### config.mk
export PLATFORM = sky130hd
export DESIGN_NAME = slot_table_auto_id
export DESIGN_NICKNAME = d
export VERILOG_FILES = /design/src/sv/stai_pkg.sv /design/src/sv/stai_store.sv /design/src/sv/slot_table_auto_id.sv
export SDC_FILE = /design/constraint.sdc
export NUM_CORES = 2
export LEC_CHECK = 0
export ABC_AREA = 1
export BUFFER_PORTS_ARGS = -buffer_cell sky130_fd_sc_hd__buf_4
export CORE_MARGIN = 1.5
export CORE_UTILIZATION = 33
export CTS_CLUSTER_SIZE = 25
export DETAILED_ROUTE_END_ITERATION = 6
export PLACE_DENSITY_LB_ADDON = 0.12
export SLEW_MARGIN = 10
export SYNTH_ARGS = -nofsm -noshare
export SYNTH_HDL_FRONTEND = slang
export SYNTH_HIERARCHICAL = 1
export SYNTH_SLANG_ARGS = --single-unit
### constraint.sdc
create_clock -name clk -period 24.1 [get_ports clk]
set_input_delay 1.205 -clock clk [delete_from_list [all_inputs] [get_ports clk]]
set_output_delay 1.205 -clock clk [all_outputs]
set_load 0.02 [all_outputs]
### src/sv/stai_pkg.sv
`timescale 1ns / 1ps

package stai_pkg;

  localparam logic [1:0] KIND_INSERT = 2'd0;
  localparam logic [1:0] KIND_DELETE = 2'd1;
  localparam logic [1:0] KIND_MODIFY = 2'd2;
  localparam logic [1:0] KIND_READ   = 2'd3;

  localparam logic [1:0] STATUS_OK        = 2'd0;
  localparam logic [1:0] STATUS_FULL      = 2'd1;
  localparam logic [1:0] STATUS_NOT_FOUND = 2'd2;
  localparam logic [1:0] STATUS_EXHAUSTED = 2'd3;

  typedef struct packed {
    logic [1:0]  kind;
    logic [15:0] record_id;
    logic [63:0] payload;
  } req_t;

  typedef struct packed {
    logic [1:0]  status;
    logic [15:0] result_id;
    logic [63:0] read_payload;
    logic [3:0]  slot_index;
  } rsp_t;

endpackage

### src/sv/stai_store.sv
`timescale 1ns / 1ps

module stai_store #(
  parameter int SLOTS     = 16,
  parameter int DATA_BITS = 64,
  parameter int ID_BITS   = 16,
  parameter int IDX_W     = 4
) (
  input  logic                 clk,
  input  logic [IDX_W-1:0]     meta_raddr,
  output logic                 meta_rvalid,
  output logic [ID_BITS-1:0]   meta_rid,
  input  logic                 meta_we,
  input  logic [IDX_W-1:0]     meta_waddr,
  input  logic                 meta_wvalid,
  input  logic [ID_BITS-1:0]   meta_wid,
  input  logic [IDX_W-1:0]     data_raddr,
  output logic [DATA_BITS-1:0] data_rdata,
  input  logic                 data_we,
  input  logic [IDX_W-1:0]     data_waddr,
  input  logic [DATA_BITS-1:0] data_wdata
);

  // valid mark and id share one word
  logic [ID_BITS:0]     meta_mem [SLOTS];
  logic [DATA_BITS-1:0] data_mem [SLOTS];
  logic [ID_BITS:0]     meta_q;

  always_ff @(posedge clk) begin
    if (meta_we) begin
      meta_mem[meta_waddr] <= {meta_wvalid, meta_wid};
    end
    meta_q <= meta_mem[meta_raddr];
  end

  always_ff @(posedge clk) begin
    if (data_we) begin
      data_mem[data_waddr] <= data_wdata;
    end
    data_rdata <= data_mem[data_raddr];
  end

  assign meta_rvalid = meta_q[ID_BITS];
  assign meta_rid    = meta_q[ID_BITS-1:0];

endmodule

### src/sv/slot_table_auto_id.sv
`timescale 1ns / 1ps
// channel  | handshake                 | payload
// ---------+---------------------------+------------------------------------------
// request  | req_valid in, req_stall out | req: kind, record_id, payload
// response | rsp_valid out, rsp_stall in | rsp: status, result_id, read_payload, slot_index
//
// one transfer in passes an accept state, then a slot scan that reads one slot
// per cycle and stops at the first match or the last slot, then an update state
// after reset a clearing pass writes every slot empty, with req_stall high
// the response register holds a result while rsp_stall is high; the next
// request is taken meanwhile and waits in its update state

module slot_table_auto_id
  import stai_pkg::*;
#(
  parameter int SLOTS     = 16,
  parameter int DATA_BITS = 64,
  parameter int ID_BITS   = 16
) (
  input  logic clk,
  input  logic rst,
  input  logic req_valid,
  output logic req_stall,
  input  req_t req,
  output logic rsp_valid,
  input  logic rsp_stall,
  output rsp_t rsp
);

  localparam int IDX_W = (SLOTS > 1) ? $clog2(SLOTS) : 1;
  localparam int CMP_W = (ID_BITS > 16) ? ID_BITS : 16;
  localparam logic [IDX_W-1:0]   LAST_IDX = IDX_W'(SLOTS - 1);
  localparam logic [ID_BITS-1:0] ID_ALL   = {ID_BITS{1'b1}};

  localparam logic [1:0] ST_CLEAR = 2'd0;
  localparam logic [1:0] ST_IDLE  = 2'd1;
  localparam logic [1:0] ST_SCAN  = 2'd2;
  localparam logic [1:0] ST_ACT   = 2'd3;

  logic [1:0]         state;
  logic [IDX_W-1:0]   scan_idx;
  logic               hit;
  req_t               cur;
  logic [ID_BITS-1:0] last_id;

  logic [IDX_W-1:0]     meta_raddr;
  logic                 meta_rvalid;
  logic [ID_BITS-1:0]   meta_rid;
  logic                 meta_we;
  logic                 meta_wvalid;
  logic [ID_BITS-1:0]   meta_wid;
  logic                 data_we;
  logic [DATA_BITS-1:0] data_rdata;
  logic                 match;
  logic                 fire;
  logic                 do_insert;
  logic [ID_BITS-1:0]   id_next;
  rsp_t                 rsp_next;

  stai_store #(
    .SLOTS     (SLOTS),
    .DATA_BITS (DATA_BITS),
    .ID_BITS   (ID_BITS),
    .IDX_W     (IDX_W)
  ) u_store (
    .clk         (clk),
    .meta_raddr  (meta_raddr),
    .meta_rvalid (meta_rvalid),
    .meta_rid    (meta_rid),
    .meta_we     (meta_we),
    .meta_waddr  (scan_idx),
    .meta_wvalid (meta_wvalid),
    .meta_wid    (meta_wid),
    .data_raddr  (scan_idx),
    .data_rdata  (data_rdata),
    .data_we     (data_we),
    .data_waddr  (scan_idx),
    .data_wdata  (DATA_BITS'(cur.payload))
  );

  assign req_stall = (state != ST_IDLE);
  assign fire      = (state == ST_ACT) && (!rsp_valid || !rsp_stall);
  assign id_next   = last_id + 1'b1;
  assign do_insert = (cur.kind == KIND_INSERT) && hit && (last_id != ID_ALL);

  always_comb begin
    if (cur.kind == KIND_INSERT) begin
      match = !meta_rvalid;
    end else begin
      match = meta_rvalid && (CMP_W'(meta_rid) == CMP_W'(cur.record_id));
    end
  end

  always_comb begin
    unique case (state)
      ST_IDLE: meta_raddr = '0;
      ST_SCAN: meta_raddr = scan_idx + 1'b1;
      default: meta_raddr = scan_idx;
    endcase
  end

  always_comb begin
    meta_we     = 1'b0;
    meta_wvalid = 1'b0;
    meta_wid    = id_next;
    data_we     = 1'b0;
    if (state == ST_CLEAR) begin
      meta_we = 1'b1;
    end else if (fire) begin
      if (do_insert) begin
        meta_we     = 1'b1;
        meta_wvalid = 1'b1;
        data_we     = 1'b1;
      end else if (hit && cur.kind == KIND_DELETE) begin
        meta_we = 1'b1;
      end else if (hit && cur.kind == KIND_MODIFY) begin
        data_we = 1'b1;
      end
    end
  end

  always_comb begin
    rsp_next.status       = STATUS_OK;
    rsp_next.result_id    = cur.record_id;
    rsp_next.read_payload = '0;
    rsp_next.slot_index   = 4'(scan_idx);
    if (cur.kind == KIND_INSERT) begin
      rsp_next.result_id = '0;
      if (!hit) begin
        rsp_next.status     = STATUS_FULL;
        rsp_next.slot_index = '0;
      end else if (last_id == ID_ALL) begin
        rsp_next.status     = STATUS_EXHAUSTED;
        rsp_next.slot_index = '0;
      end else begin
        rsp_next.result_id = 16'(id_next);
      end
    end else if (!hit) begin
      rsp_next.status     = STATUS_NOT_FOUND;
      rsp_next.slot_index = '0;
    end else if (cur.kind == KIND_READ) begin
      rsp_next.read_payload = 64'(data_rdata);
    end
  end

  always_ff @(posedge clk) begin
    if (rst) begin
      state     <= ST_CLEAR;
      scan_idx  <= '0;
      hit       <= 1'b0;
      last_id   <= '0;
      rsp_valid <= 1'b0;
    end else begin
      if (fire) begin
        rsp_valid <= 1'b1;
      end else if (rsp_valid && !rsp_stall) begin
        rsp_valid <= 1'b0;
      end
      unique case (state)
        ST_CLEAR: begin
          if (scan_idx == LAST_IDX) begin
            scan_idx <= '0;
            state    <= ST_IDLE;
          end else begin
            scan_idx <= scan_idx + 1'b1;
          end
        end
        ST_IDLE: begin
          if (req_valid) begin
            scan_idx <= '0;
            state    <= ST_SCAN;
          end
        end
        ST_SCAN: begin
          if (match) begin
            hit   <= 1'b1;
            state <= ST_ACT;
          end else if (scan_idx == LAST_IDX) begin
            hit   <= 1'b0;
            state <= ST_ACT;
          end else begin
            scan_idx <= scan_idx + 1'b1;
          end
        end
        ST_ACT: begin
          if (fire) begin
            if (do_insert) begin
              last_id <= id_next;
            end
            state <= ST_IDLE;
          end
        end
        default: state <= ST_IDLE;
      endcase
    end
  end

  always_ff @(posedge clk) begin
    if (state == ST_IDLE && req_valid) begin
      cur <= req;
    end
    if (fire) begin
      rsp <= rsp_next;
    end
  end

endmodule
==> impl_metrics.py <==
metrics = {
    "run_status": {
        "run_status": "completed",
    },
    "timing": {
        "fin_tns_setup_ns": 0,
        "maxSlewHeadroom_pct": 23.6,
        "grt_setup_unrepaired": "no",
        "hold_violations": 0,
        "setup_viol_count_final": 0,
        "tightestPinTransition_ns": 1.15,
        "max_freq_mhz": 227,
        "period_share_pct": 18.3,
        "slew_violations": 0,
        "skew_ns": 0.0414,
        "min_period_ns": 4.41,
    },
    "global_routing": {
        "grt_pass1_vias": 40000,
        "antenna_found_initial": 2,
        "globalRouteTotalUtil_pct": 18.0,
        "gr-total-overflow": 0,
        "grt_pass1_wl_um": 265000,
        "grt_max_degree": 181,
    },
    "pwr": {
        "p_comb_share_pct": 24.4,
        "clockPowerShare_pct": 33.6,
        "p_sw_mw": 2.64,
        "vdd_drop_max_uv": 89.1,
        "cellLeakagePower_nw": 30.8,
        "power.internal_mw": 5.21,
        "sw_frac_of_total_pct": 33.7,
        "p_per_area_mw_per_mm2": 105,
        "seq_power_share_pct": 42.0,
    },
    "die": {
        "die-width_um": 446,
        "ios": 174,
        "std_cell_rows": 162,
        "core-area_mm2": 0.195,
        "dieArea_mm2": 0.199,
        "start_util_pct": 33.3,
        "die_h_um": 446,
    },
    "clock_network": {
        "clock_latency_ns": 0.82,
        "numClockSinks": 1569,
        "post_cts_buffers": 0,
        "cts_resized": 0,
        "cts_tree": "yes",
        "h-tree-depth": 4,
        "clk_pin_slew_ns": 0.06,
        "cts_hold_buf": 0,
        "numCtsBuffers": 178,
        "cts_root_buf": "clkbuf_16",
        "clk_path_buf_depth": 3,
    },
    "logic_synthesis": {
        "synth_cell_types": 41,
        "synth-adder-area-share_pct": 0.135,
        "yosysSeqAreaShare_pct": 71.0,
        "synth_top_area_share_pct": 67.8,
        "synth-compound-area-share_pct": 0.531,
        "syn_inst": 5995,
        "netlist_top_cells_area": "edfxtp_1, nand2_1, nand3_1",
        "syn_area_mm2": 0.0648,
        "synthSimpleGateAreaFrac_pct": 19.1,
        "ys_ff_latch": 1569,
        "synth_flop_cell": "edfxtp_1",
        "synth_xor_area_share_pct": 0.268,
        "synth.avg_cell_area_um2": 10.8,
        "synthesis.nets": 6088,
        "synth_edf_count": 1464,
        "synth_mux_area_share_pct": 0,
        "synth-async-reset-ratio_pct": 0,
        "synth_area_leader_cell": "edfxtp_1",
        "synth_top_family_by_area": "simple AND/OR/NAND/NOR gates",
        "synthesis.yosys.warnings": 6,
    },
    "detailed_routing": {
        "via_per_inst": 4.52,
        "vias": 40400,
        "routed_wl_um": 178000,
        "drtIter0Drc": 2702,
        "post_drt_wl_per_cell_um": 20.0,
        "ant_nets": 0,
        "dr.pass1.iters": 5,
        "drc": 0,
    },
    "job": {
        "maxCapViolations": 0,
    },
    "final_layout": {
        "antenna_cells": 0,
        "final_cell_mix": "nand2_1, edfxtp_1, inv_1, nand3_1, buf_4",
        "n_fill_cell": 19200,
        "final_common_cell": "nand2_1",
        "final_nets": 6240,
        "instances_no_fill": 8923,
        "area_growth_syn_to_layout_pct": 14.8,
        "layout-drive-gt1-share_pct": 8.99,
    },
    "worst_setup_path": {
        "path_max_fanout": 41,
        "crit_chain": "ha_1, nand3_2, nor2_4, nand2_4, nor2_4, inv_1, o21ai_0, nor4_2, buf_4, nand3_1, nor2_4, buf_4",
        "slowest_stage": "nor2_4",
        "endpoint_kind": "flop",
        "arrival_ns": 4.84,
        "cp_slowest_stage_delay_ns": 0.92,
        "startpoint_type": "flop",
        "required_ns": 24.53,
        "crit_top_cell": "nor2_4",
        "crit_type": "reg2reg",
    },
    "place": {
        "placed_cells": 8591,
        "dp_hpwl_um": 95800,
        "place.gp.congestion": 0.771,
        "portBuffers": 173,
    },
    "min_path": {
        "hold_path_class": "reg2reg",
    },
}
-- flip-flops by register name, indices dropped and copies added (netlist names) --
name	count
u_store/data_mem	1024
u_store/meta_q	17
scan_idx	4
u_store/meta_mem	272
rsp	86
state	2
u_store/data_rdata	64
cur	82
hit	1
last_id	16
rsp_valid	1
-- logic make-up after synthesis --
family                     after synthesis
DFF                                   1569
buffers and inverters                 1391
AOI/OAI and AO/OA                       64
xor gates and xnor gates                19
adders and majority gates                7
and+or+nand+nor                       2945
-- critical path, delay by kind of cell (launching register included) --
family                     cells  cell delay, ns
AOI/OAI and AO/OA              1            0.10
adders and majority gates      1            0.24
buffers and inverters          3            1.13
and+or+nand+nor                7            2.15
DFF                            1            0.34
-- final timing paths --
| path | start | end | slack (ns) | cells after the start |
|---|---|---|---|---|
| max | last_id[0] | u_store/data_mem[3][10] | 19.69 | 12 |
| min | last_id[15] | last_id[15] | 0.49 | 2 |
| max reg2reg | last_id[0] | u_store/data_mem[3][10] | 19.69 | 12 |
| min reg2reg | last_id[15] | last_id[15] | 0.49 | 2 |
-- final cells by class --
| cell class | count | area, um2 | share of cell area, % |
|---|---|---|---|
| flip-flops and latches | 1569 | 46100 | 61.9 |
| clock inverters | 78 | 738 | 0.991 |
| repair buffers | 248 | 1890 | 2.53 |
| inverters | 1115 | 4230 | 5.68 |
| multi-input cells | 3035 | 13300 | 17.8 |
| clock buffers | 254 | 4970 | 6.68 |
| well taps | 2624 | 3280 | 4.41 |
-- metal layers --
layer | share of wire, % | vias to the layer above | wire length, um | track usage (%)
li1 | - | 19700 | - | -
met1 | 44 | 19700 | 77900 | 23.2
met2 | 50 | 742 | 89800 | 31.5
met3 | 3.6 | 240 | 6450 | 2.34
met4 | 2.2 | 0 | 3980 | 5.01
met5 | 0 | - | 0 | 0
-- stage by stage --
stage          util, %  setup slack, ns  total power, mW  hold WS, ns  area [um2]
2_1_floorplan        -            14.76             4.64        0.457       64800
3_3_place_gp      35.3            18.74             5.32        0.480       68700
3_5_place_dp      35.3            18.78             5.32        0.492       68700
4_1_cts           38.2            19.46             7.99        0.471       74500
5_1_grt           38.2            19.41             8.29        0.491       74500
6_report          38.2            19.69             7.85        0.493       74500
-- Yosys cell counts, drive strengths merged, types with 2 or more instances --
library cell	n
dfxtp	105
nor2	131
ha	7
nand2	1807
buf	226
xnor2	5
a21oi	24
o21ai	29
o22ai	6
clkbuf	50
inv	1113
clkinv	2
or2	2
nand3	996
nor3	6
edfxtp	1464
xor2	14
-- power groups by stage --
| stage | Combinational [mW] | Sequential [mW] | Clock, mW |
|---|---|---|---|
| 3_5_place_dp | 1.96 | 3.36 | 0 |
| 3_3_place_gp | 1.96 | 3.36 | 0 |
| 5_1_grt | 2.15 | 3.32 | 2.82 |
| 2_1_floorplan | 1.34 | 3.29 | 0 |
| 6_report | 1.92 | 3.30 | 2.64 |
| 4_1_cts | 1.97 | 3.31 | 2.71 |
Note: power is estimated with default switching activity, not from simulation.
